--- config.mk ---
export PLATFORM = sky130hd
export DESIGN_NAME = md5_byte_stream_hasher
export DESIGN_NICKNAME = d
export VERILOG_FILES = /design/src/sv/md5_pkg.sv /design/src/sv/md5_core.sv /design/src/sv/md5_byte_stream_hasher.sv
export SDC_FILE = /design/constraint.sdc
export NUM_CORES = 2
export LEC_CHECK = 0
export BUFFER_PORTS_ARGS = -buffer_cell sky130_fd_sc_hd__buf_2
export CAP_MARGIN = 5
export CORE_ASPECT_RATIO = 0.7
export CORE_MARGIN = 5
export CORE_UTILIZATION = 42
export DETAILED_ROUTE_END_ITERATION = 7
export HOLD_SLACK_MARGIN = 0.1
export PLACE_DENSITY_LB_ADDON = 0.12
export SLEW_MARGIN = 20
export SYNTH_ARGS = -nofsm -noshare
export SYNTH_HDL_FRONTEND = slang
export SYNTH_SLANG_ARGS = --single-unit
--- constraint.sdc ---
create_clock -name clk -period 17.65 [get_ports clk]
set_clock_uncertainty 0.15 [all_clocks]
set_input_delay 3.53 -clock clk [delete_from_list [all_inputs] [get_ports clk]]
set_output_delay 3.53 -clock clk [all_outputs]
set_load 0.01 [all_outputs]
--- src/sv/md5_pkg.sv ---
// ----------------------------------------------------------------------------
// MD5 package
// Constants and helper functions shared by the MD5 byte stream hasher.
// ----------------------------------------------------------------------------
package md5_pkg;

    localparam int BlockWords = 16;
    localparam logic [31:0] InitA = 32'h67452301;
    localparam logic [31:0] InitB = 32'hefcdab89;
    localparam logic [31:0] InitC = 32'h98badcfe;
    localparam logic [31:0] InitD = 32'h10325476;

    typedef enum logic [1:0] {
        CORE_IDLE,
        CORE_RUN
    } core_state_t;

    // Per-round additive constant.
    function automatic logic [31:0] round_const(input logic [5:0] r);
        logic [31:0] k;
        begin
            unique case (r)
                6'd0: k = 32'hd76aa478;  6'd1: k = 32'he8c7b756;
                6'd2: k = 32'h242070db;  6'd3: k = 32'hc1bdceee;
                6'd4: k = 32'hf57c0faf;  6'd5: k = 32'h4787c62a;
                6'd6: k = 32'ha8304613;  6'd7: k = 32'hfd469501;
                6'd8: k = 32'h698098d8;  6'd9: k = 32'h8b44f7af;
                6'd10: k = 32'hffff5bb1; 6'd11: k = 32'h895cd7be;
                6'd12: k = 32'h6b901122; 6'd13: k = 32'hfd987193;
                6'd14: k = 32'ha679438e; 6'd15: k = 32'h49b40821;
                6'd16: k = 32'hf61e2562; 6'd17: k = 32'hc040b340;
                6'd18: k = 32'h265e5a51; 6'd19: k = 32'he9b6c7aa;
                6'd20: k = 32'hd62f105d; 6'd21: k = 32'h02441453;
                6'd22: k = 32'hd8a1e681; 6'd23: k = 32'he7d3fbc8;
                6'd24: k = 32'h21e1cde6; 6'd25: k = 32'hc33707d6;
                6'd26: k = 32'hf4d50d87; 6'd27: k = 32'h455a14ed;
                6'd28: k = 32'ha9e3e905; 6'd29: k = 32'hfcefa3f8;
                6'd30: k = 32'h676f02d9; 6'd31: k = 32'h8d2a4c8a;
                6'd32: k = 32'hfffa3942; 6'd33: k = 32'h8771f681;
                6'd34: k = 32'h6d9d6122; 6'd35: k = 32'hfde5380c;
                6'd36: k = 32'ha4beea44; 6'd37: k = 32'h4bdecfa9;
                6'd38: k = 32'hf6bb4b60; 6'd39: k = 32'hbebfbc70;
                6'd40: k = 32'h289b7ec6; 6'd41: k = 32'heaa127fa;
                6'd42: k = 32'hd4ef3085; 6'd43: k = 32'h04881d05;
                6'd44: k = 32'hd9d4d039; 6'd45: k = 32'he6db99e5;
                6'd46: k = 32'h1fa27cf8; 6'd47: k = 32'hc4ac5665;
                6'd48: k = 32'hf4292244; 6'd49: k = 32'h432aff97;
                6'd50: k = 32'hab9423a7; 6'd51: k = 32'hfc93a039;
                6'd52: k = 32'h655b59c3; 6'd53: k = 32'h8f0ccc92;
                6'd54: k = 32'hffeff47d; 6'd55: k = 32'h85845dd1;
                6'd56: k = 32'h6fa87e4f; 6'd57: k = 32'hfe2ce6e0;
                6'd58: k = 32'ha3014314; 6'd59: k = 32'h4e0811a1;
                6'd60: k = 32'hf7537e82; 6'd61: k = 32'hbd3af235;
                6'd62: k = 32'h2ad7d2bb; 6'd63: k = 32'heb86d391;
                default: k = 32'h0;
            endcase
            return k;
        end
    endfunction

    // Rotate amount for a round.
    function automatic logic [4:0] rot_amount(input logic [5:0] r);
        logic [4:0] s;
        begin
            unique case ({r[5:4], r[1:0]})
                4'd0: s = 5'd7;   4'd1: s = 5'd12;  4'd2: s = 5'd17;  4'd3: s = 5'd22;
                4'd4: s = 5'd5;   4'd5: s = 5'd9;   4'd6: s = 5'd14;  4'd7: s = 5'd20;
                4'd8: s = 5'd4;   4'd9: s = 5'd11;  4'd10: s = 5'd16; 4'd11: s = 5'd23;
                4'd12: s = 5'd6;  4'd13: s = 5'd10; 4'd14: s = 5'd15; 4'd15: s = 5'd21;
                default: s = 5'd0;
            endcase
            return s;
        end
    endfunction

    // Message word index used in a round.
    function automatic logic [3:0] word_index(input logic [5:0] r);
        logic [3:0] g;
        begin
            unique case (r[5:4])
                2'd0: g = r[3:0];
                2'd1: g = 4'(r[3:0] * 4'd5 + 4'd1);
                2'd2: g = 4'(r[3:0] * 4'd3 + 4'd5);
                2'd3: g = 4'(r[3:0] * 4'd7);
                default: g = 4'd0;
            endcase
            return g;
        end
    endfunction

endpackage

--- src/sv/md5_core.sv ---
// ----------------------------------------------------------------------------
// MD5 compression core
// Runs 64 rounds, one per cycle, reading message words from a block memory
// owned by the caller, then adds the working words into the chaining words.
// ----------------------------------------------------------------------------
module md5_core
(
    input  logic         clk,
    input  logic         rst_n,
    input  logic         start,         // begin a compression from chain_in
    input  logic [127:0] chain_in,      // {d, c, b, a}
    output logic [3:0]   word_addr,     // memory read address, data next cycle
    input  logic [31:0]  word_data,
    output logic         done,          // one cycle pulse, chain_out valid
    output logic [127:0] chain_out
);

    md5_pkg::core_state_t state_reg, state_next;
    logic [5:0]  round_reg, round_next;
    logic        rd_ok_reg;
    logic [31:0] a_reg, b_reg, c_reg, d_reg;
    logic [127:0] base_reg;
    logic [31:0] f, sum, rot;
    logic [4:0]  sh;
    logic [5:0]  fetch_round;

    // Word for round r is read in the cycle before round r executes.
    assign fetch_round = (state_reg == md5_pkg::CORE_RUN) ? 6'(round_reg + 6'd1) : 6'd0;
    assign word_addr = md5_pkg::word_index(fetch_round);

    always_comb
    begin
        state_next = state_reg;
        round_next = round_reg;
        unique case (state_reg)
            md5_pkg::CORE_IDLE:
            begin
                if (start)
                begin
                    state_next = md5_pkg::CORE_RUN;
                    round_next = 6'd0;
                end
            end
            md5_pkg::CORE_RUN:
            begin
                round_next = 6'(round_reg + 6'd1);
                if (round_reg == 6'd63)
                    state_next = md5_pkg::CORE_IDLE;
            end
            default: state_next = md5_pkg::CORE_IDLE;
        endcase
    end

    always_comb
    begin
        unique case (round_reg[5:4])
            2'd0: f = (b_reg & c_reg) | (~b_reg & d_reg);
            2'd1: f = (d_reg & b_reg) | (~d_reg & c_reg);
            2'd2: f = b_reg ^ c_reg ^ d_reg;
            2'd3: f = c_reg ^ (b_reg | ~d_reg);
            default: f = 32'h0;
        endcase
        sum = f + a_reg + md5_pkg::round_const(round_reg) + word_data;
        sh  = md5_pkg::rot_amount(round_reg);
        rot = (sum << sh) | (sum >> (6'd32 - {1'b0, sh}));
    end

    assign done = rd_ok_reg;
    assign chain_out = {base_reg[127:96] + d_reg, base_reg[95:64] + c_reg,
                        base_reg[63:32] + b_reg, base_reg[31:0] + a_reg};

    always_ff @(posedge clk or negedge rst_n)
    begin
        if (!rst_n)
        begin
            state_reg <= md5_pkg::CORE_IDLE;
            round_reg <= 6'd0;
            rd_ok_reg <= 1'b0;
        end
        else
        begin
            state_reg <= state_next;
            round_reg <= round_next;
            rd_ok_reg <= (state_reg == md5_pkg::CORE_RUN) && (round_reg == 6'd63);
        end
    end

    always_ff @(posedge clk)
    begin
        if (state_reg == md5_pkg::CORE_IDLE && start)
        begin
            base_reg <= chain_in;
            a_reg <= chain_in[31:0];
            b_reg <= chain_in[63:32];
            c_reg <= chain_in[95:64];
            d_reg <= chain_in[127:96];
        end
        else if (state_reg == md5_pkg::CORE_RUN)
        begin
            a_reg <= d_reg;
            d_reg <= c_reg;
            c_reg <= b_reg;
            b_reg <= b_reg + rot;
        end
    end

endmodule

--- src/sv/md5_byte_stream_hasher.sv ---
// ----------------------------------------------------------------------------
// MD5 byte stream hasher
// Hashes a byte stream with MD5 and emits the digest as two 64-bit items.
// ----------------------------------------------------------------------------
// Usage: the slave channel takes one item per cycle, tdata = data_byte, tuser
// = byte_valid, tlast = end_of_message. Items with tuser low carry no byte;
// an item with tlast closes the message (an empty message is allowed).
// Bytes are packed into one of two 16-word block memories (ping-pong). When
// a block fills, the compression core takes it once it is free and runs 64
// rounds, one per cycle, reading one message word a cycle from that memory,
// while new bytes go into the other one. The core holds a buffer from start
// through its rounds to done, and the input stalls while the buffer it
// would fill next is still full. Input also stalls at the end of a message:
// through the padding of one or two blocks and their compressions, plus any
// time an earlier block still spends in the core, until the digest is out.
// The master channel gives bytes 0-7 of the digest with tlast low, then
// bytes 8-15 with tlast high. A stall on the master side holds the digest
// and holds off the next message. After reset, and after each digest, the
// chaining words, the byte count and the buffers start over; the buffers
// are cleared by the padding writes rather than by a sweep.
// ----------------------------------------------------------------------------
module md5_byte_stream_hasher
(
    input  logic        clk,
    input  logic        rst_n,
    input  logic        s_tvalid,
    output logic        s_tready,
    input  logic [7:0]  s_tdata,    // [7:0] data_byte
    input  logic        s_tuser,    // byte_valid
    input  logic        s_tlast,    // end_of_message
    output logic        m_tvalid,
    input  logic        m_tready,
    output logic [63:0] m_tdata,    // [63:0] digest_half
    output logic        m_tlast     // digest_last
);

    // Block memories; byte lanes written individually.
    logic [31:0] mem0 [md5_pkg::BlockWords];
    logic [31:0] mem1 [md5_pkg::BlockWords];

    logic [60:0]  count_reg;
    logic         wbuf_reg;      // buffer taking bytes
    logic [1:0]   full_reg;      // buffer waiting for or held by the core
    logic         cbuf_reg;      // buffer the core reads
    logic         busy_reg;
    logic [127:0] chain_reg;
    // Padding sequencer.
    logic         pad_reg;       // padding a message end
    logic [3:0]   pw_reg;        // word being padded
    logic         twice_reg;     // length goes in a second block
    logic         final_reg;     // last compression runs
    logic         out_reg;
    logic         half_reg;

    logic         acc, byte_in, start;
    logic [3:0]   raddr;
    logic [31:0]  rd0_reg, rd1_reg, rdata;
    logic         done;
    logic [127:0] chain_out;
    logic [5:0]   pos;
    logic [63:0]  bits;
    logic [31:0]  pad_word;
    logic         pad_wr, pad_block_done;
    logic         len_blk;

    assign pos  = count_reg[5:0];
    assign bits = {count_reg, 3'b000};

    assign s_tready = !pad_reg && !final_reg && !out_reg && !full_reg[wbuf_reg];
    assign acc = s_tvalid && s_tready;
    assign byte_in = acc && s_tuser;

    // The block being padded takes the length unless the marker lands at
    // byte 56 or later, in which case the second block takes it.
    assign len_blk = twice_reg || (pos < 6'd56);

    // Padding word: 0x80 marker at the byte after the count, zeros after,
    // length in words 14 and 15 of the closing block.
    always_comb
    begin
        pad_word = 32'h0;
        if (len_blk && pw_reg == 4'd14)
            pad_word = bits[31:0];
        else if (len_blk && pw_reg == 4'd15)
            pad_word = bits[63:32];
        else if (!twice_reg && pw_reg == pos[5:2])
            pad_word = 32'h80 << {pos[1:0], 3'b000};
    end

    // Padding writes whole words at or above the marker word; the marker word
    // keeps its existing low bytes.
    assign pad_wr = pad_reg && !full_reg[wbuf_reg] && (pw_reg >= pos[5:2] || twice_reg);
    assign pad_block_done = pad_reg && !full_reg[wbuf_reg] && pw_reg == 4'd15;

    always_ff @(posedge clk)
    begin
        if (byte_in && !wbuf_reg)
        begin
            unique case (pos[1:0])
                2'd0: mem0[pos[5:2]][7:0]   <= s_tdata;
                2'd1: mem0[pos[5:2]][15:8]  <= s_tdata;
                2'd2: mem0[pos[5:2]][23:16] <= s_tdata;
                2'd3: mem0[pos[5:2]][31:24] <= s_tdata;
                default: ;
            endcase
        end
        else if (pad_wr && !wbuf_reg)
        begin
            if (pw_reg == pos[5:2] && !twice_reg)
            begin
                unique case (pos[1:0])
                    2'd0: mem0[pw_reg] <= pad_word;
                    2'd1: mem0[pw_reg][31:8] <= pad_word[31:8];
                    2'd2: mem0[pw_reg][31:16] <= pad_word[31:16];
                    2'd3: mem0[pw_reg][31:24] <= pad_word[31:24];
                    default: ;
                endcase
            end
            else
                mem0[pw_reg] <= pad_word;
        end
        rd0_reg <= mem0[raddr];
    end

    always_ff @(posedge clk)
    begin
        if (byte_in && wbuf_reg)
        begin
            unique case (pos[1:0])
                2'd0: mem1[pos[5:2]][7:0]   <= s_tdata;
                2'd1: mem1[pos[5:2]][15:8]  <= s_tdata;
                2'd2: mem1[pos[5:2]][23:16] <= s_tdata;
                2'd3: mem1[pos[5:2]][31:24] <= s_tdata;
                default: ;
            endcase
        end
        else if (pad_wr && wbuf_reg)
        begin
            if (pw_reg == pos[5:2] && !twice_reg)
            begin
                unique case (pos[1:0])
                    2'd0: mem1[pw_reg] <= pad_word;
                    2'd1: mem1[pw_reg][31:8] <= pad_word[31:8];
                    2'd2: mem1[pw_reg][31:16] <= pad_word[31:16];
                    2'd3: mem1[pw_reg][31:24] <= pad_word[31:24];
                    default: ;
                endcase
            end
            else
                mem1[pw_reg] <= pad_word;
        end
        rd1_reg <= mem1[raddr];
    end

    assign rdata = cbuf_reg ? rd1_reg : rd0_reg;

    // Start the core on the oldest full buffer once it is free.
    logic next_cbuf;
    assign next_cbuf = full_reg[cbuf_reg] ? cbuf_reg : !cbuf_reg;
    assign start = !busy_reg && (full_reg != 2'b00);

    md5_core u_core
    (
        .clk       (clk),
        .rst_n     (rst_n),
        .start     (start),
        .chain_in  (chain_reg),
        .word_addr (raddr),
        .word_data (rdata),
        .done      (done),
        .chain_out (chain_out)
    );

    logic [1:0] full_next;
    logic       block_full;
    assign block_full = byte_in && pos == 6'd63;

    always_comb
    begin
        full_next = full_reg;
        if (done)
            full_next[cbuf_reg] = 1'b0;
        if (block_full || pad_block_done)
            full_next[wbuf_reg] = 1'b1;
    end

    always_ff @(posedge clk or negedge rst_n)
    begin
        if (!rst_n)
        begin
            count_reg <= '0;
            wbuf_reg  <= 1'b0;
            full_reg  <= 2'b00;
            cbuf_reg  <= 1'b0;
            busy_reg  <= 1'b0;
            chain_reg <= {md5_pkg::InitD, md5_pkg::InitC, md5_pkg::InitB, md5_pkg::InitA};
            pad_reg   <= 1'b0;
            pw_reg    <= 4'd0;
            twice_reg <= 1'b0;
            final_reg <= 1'b0;
            out_reg   <= 1'b0;
            half_reg  <= 1'b0;
        end
        else
        begin
            full_reg <= full_next;
            if (start)
            begin
                busy_reg <= 1'b1;
                cbuf_reg <= next_cbuf;
            end
            else if (done)
                busy_reg <= 1'b0;
            if (done)
                chain_reg <= chain_out;

            if (byte_in)
            begin
                count_reg <= count_reg + 61'd1;
                if (pos == 6'd63)
                    wbuf_reg <= !wbuf_reg;
            end
            if (acc && s_tlast)
            begin
                pad_reg   <= 1'b1;
                pw_reg    <= 4'd0;
                twice_reg <= 1'b0;
            end
            if (pad_reg && !full_reg[wbuf_reg])
            begin
                pw_reg <= pw_reg + 4'd1;
                if (pw_reg == 4'd15)
                begin
                    wbuf_reg <= !wbuf_reg;
                    // Marker at byte 56 or later: length needs one more block.
                    if (!twice_reg && pos >= 6'd56)
                        twice_reg <= 1'b1;
                    else
                    begin
                        pad_reg   <= 1'b0;
                        final_reg <= 1'b1;
                    end
                end
            end
            if (final_reg && !busy_reg && full_reg == 2'b00 && !start)
            begin
                final_reg <= 1'b0;
                out_reg   <= 1'b1;
                half_reg  <= 1'b0;
            end
            if (out_reg && m_tready)
            begin
                if (half_reg)
                begin
                    out_reg   <= 1'b0;
                    count_reg <= '0;
                    chain_reg <= {md5_pkg::InitD, md5_pkg::InitC,
                                  md5_pkg::InitB, md5_pkg::InitA};
                end
                half_reg <= !half_reg;
            end
        end
    end

    assign m_tvalid = out_reg;
    assign m_tlast  = half_reg;
    assign m_tdata  = half_reg ? chain_reg[127:64] : chain_reg[63:0];

endmodule

==> results.cfg <==
[finish]
drive_gt1_share_pct = 16.87
stdcell_count = 9045
num-nets-final = 6710
reg_top3 = mem0 (512), mem1 (512)
area.growth.synth_to_final_pct = 10.71

[timing]
finalWorstSetupSlack_ps = 5500
period_share_pct = 68.84
drv_slew = 0
hold_viol = 0
rsz0062_at_grt = no
period_needed_ps = 12150
slew-limit-headroom_pct = 10.55
setup_tns_ps = 0
setup_violations = 0
max_freq_ghz = 0.08230
worst_slew_pin_slew_ps = 1328

[grt]
grt_usage_pct = 26.98
grt_pass1_wl_mm = 393.3
grt_pass1_vias = 52140
grt_max_degree = 133
antenna_found_initial = 17
grt_overflow = 0

[drt]
wl_mm = 276.8
wl_per_cell_um = 30.60
drtAntennaViolNets = 0
via_count = 55180
first_iter_violations = 6700
routed_via_density = 6.101
drt_pass1_iterations = 8
drc = 1

[outcome]
violations = design-rule violations
outcome = finished with violations

[synth]
syn_avg_cell_area_um2 = 12.62
synth_top_area_share_pct = 47.73
synth_area_leaders = edfxtp_1 48%, mux4_2 7.6%, dfrtp_1 4.6%
synthArstFlopShare_pct = 13.57
ys_seq_area_share_pct = 55.98
synth_edf_count = 1280
netlist_area_mm2 = 0.08053
ys_ff_latch = 1555
ys.warnings.count = 0
synthCells = 6381
synth_commonest_cells = 1280 x edfxtp_1, 550 x nor2_1, 474 x a21oi_1
syn-num-nets = 6692
yosysUniqueCellTypes = 103
yosys.area.top_type = edfxtp_1
yosysMostFrequentCell = edfxtp_1
ys.flop_type = edfxtp_1

[setup_path]
critPathSlowestCell = ha_1
end_kind = register
cpPeakStageDelay_ps = 780
startpoint = u_core.round_reg[1]$_DFFE_PN0P_
r2r_cells = 38
reg2reg_to = u_core.b_reg[31]$_DFFE_PP_
startpoint_type = register
criticalPathCategory = register to register
cp.required_ps = 18170
cp.arrival_ps = 12670
rrSetupSlack_ps = 5500
crit_end = u_core.b_reg[31]$_DFFE_PP_
r2r_start = u_core.round_reg[1]$_DFFE_PN0P_
crit_fanout = 16

[clock_network]
cts-root-buf = clkbuf_16
clk_pin_slew_ps = 60
ctsHoldBuffers = 0
numClockSinks = 1555
h-tree-depth = 4
clock_latency_ps = 840
clockBufferDepth = 4
postCtsResizedCells = 0
tritoncts = yes
post-cts-setup-buffers = 0
cts_inserted_buffers = 167

[floorplanning]
core_mm2 = 0.1906
fp-row-count = 134
dieWidth_um = 533.4
io_pins = 81
dieArea_mm2 = 0.2007
die_h_um = 376.4
start_util_pct = 42.24

[placed_design]
dp_slack_ps = 5882
place_inst = 8746
gp_congestion = 0.9948
dp_hpwl_mm = 199.5
port_buffers = 80

[flow_run]
max_cap_viol_count = 0

[power_and_ir_drop]
power.density_mw_per_mm2 = 93.36
ir_worst_vdd_mv = 0.07384
p_leak_uw = 0.03075

[worst_hold_path]
min_path_type = register to register
-- where the power goes --
part	internal [uW]	leakage [uW]	switching, uW
registers	4060	0.0147	135
clock network	1980	0.00259	1490
logic	230	0.0135	419
total	6270	0.0308	2050
-- worst min-delay path by stage --
stage / to / depth (start not counted) / startpoint
3_5_place_dp: u_core.base_reg[119]$_DFFE_PP_ / 0 / chain_reg[119]$_DFF_PN0_
5_1_grt: u_core.base_reg[127]$_DFFE_PP_ / 0 / chain_reg[127]$_DFF_PN0_
4_1_cts: u_core.base_reg[120]$_DFFE_PP_ / 0 / chain_reg[120]$_DFF_PN0_
2_1_floorplan: u_core.base_reg[127]$_DFFE_PP_ / 0 / chain_reg[127]$_DFF_PN0_
6_report: u_core.base_reg[120]$_DFFE_PP_ / 0 / chain_reg[120]$_DFF_PN0_
3_3_place_gp: u_core.base_reg[120]$_DFFE_PP_ / 0 / chain_reg[120]$_DFF_PN0_
-- through the flow --
stage	power [uW]	hold WS, ps	cell area, um^2	utilization [%]
finish	8323	346.0	89150	46.77
global route	8589	359.3	89150	46.76
CTS	8381	329.2	89090	46.73
detailed placement	4913	330.2	83830	43.97
global placement	4911	331.8	83810	43.96
floorplan	4523	302.0	80530	-
-- routing by layer --
metal / GRT usage, % / wire length [um] / vias to the layer above
met3: 9.842 / 32790 / 304
met1: 44.02 / 136000 / 28300
met2: 33.42 / 102400 / 2377
met5: 0 / 13 / -
met4: 5.192 / 5521 / 2
li1: - / - / 24200
-- critical path, delay by kind of cell (launching register included) --
family                     cells  cell delay, ps
and+or+nand+nor                5            1290
xor gates and xnor gates       1             340
AOI/OAI and AO/OA             19            5190
DFF                            1             690
buffers and inverters          5             800
muxes                          2             840
adders and majority gates      6            2710
-- cells in the final DEF, fill, tap and decap left out, drive strengths merged, types with 58 or more instances in the layout --
cell,instances
mux4,270
nor3,73
a21o,87
nand3,141
xnor2,121
a31oi,76
buf,200
a21oi,475
edfxtp,1280
inv,269
o21ai,350
dfrtp,147
fa,69
clkbuf,220
a211oi,125
nor2,551
ha,228
xor2,134
nand2,425
mux2i,176
mux2,179
clkinv,58
dfstp,64
dfxtp,64
nor2b,85
-- final cells by class --
class                      count  area (um^2)
tap                         2516         3148
fill                       16970       101500
clock buffer                 220         4562
clock inverter                76        701.9
timing repair buffer         200         1403
multi-input combinational   4211        33230
antenna                        3        7.507
sequential                  1555        45100
inverter                     264        998.5
-- cells by family (layout without fill, tap and decap cells) --
group / count (synthesis) / in the layout / share of synthesized area, %
fa+ha+maj: 327 / 327 / 5.631
buf+inv: 615 / 760 / 2.994
flops: 1555 / 1555 / 55.98
simple gates: 1515 / 1515 / 8.552
compound gates: 1488 / 1488 / 11.76
mux: 625 / 625 / 12.26
other cells: 0 / 3 / 0
xor+xnor: 256 / 256 / 2.834
Note: power is estimated with default switching activity, not from simulation.
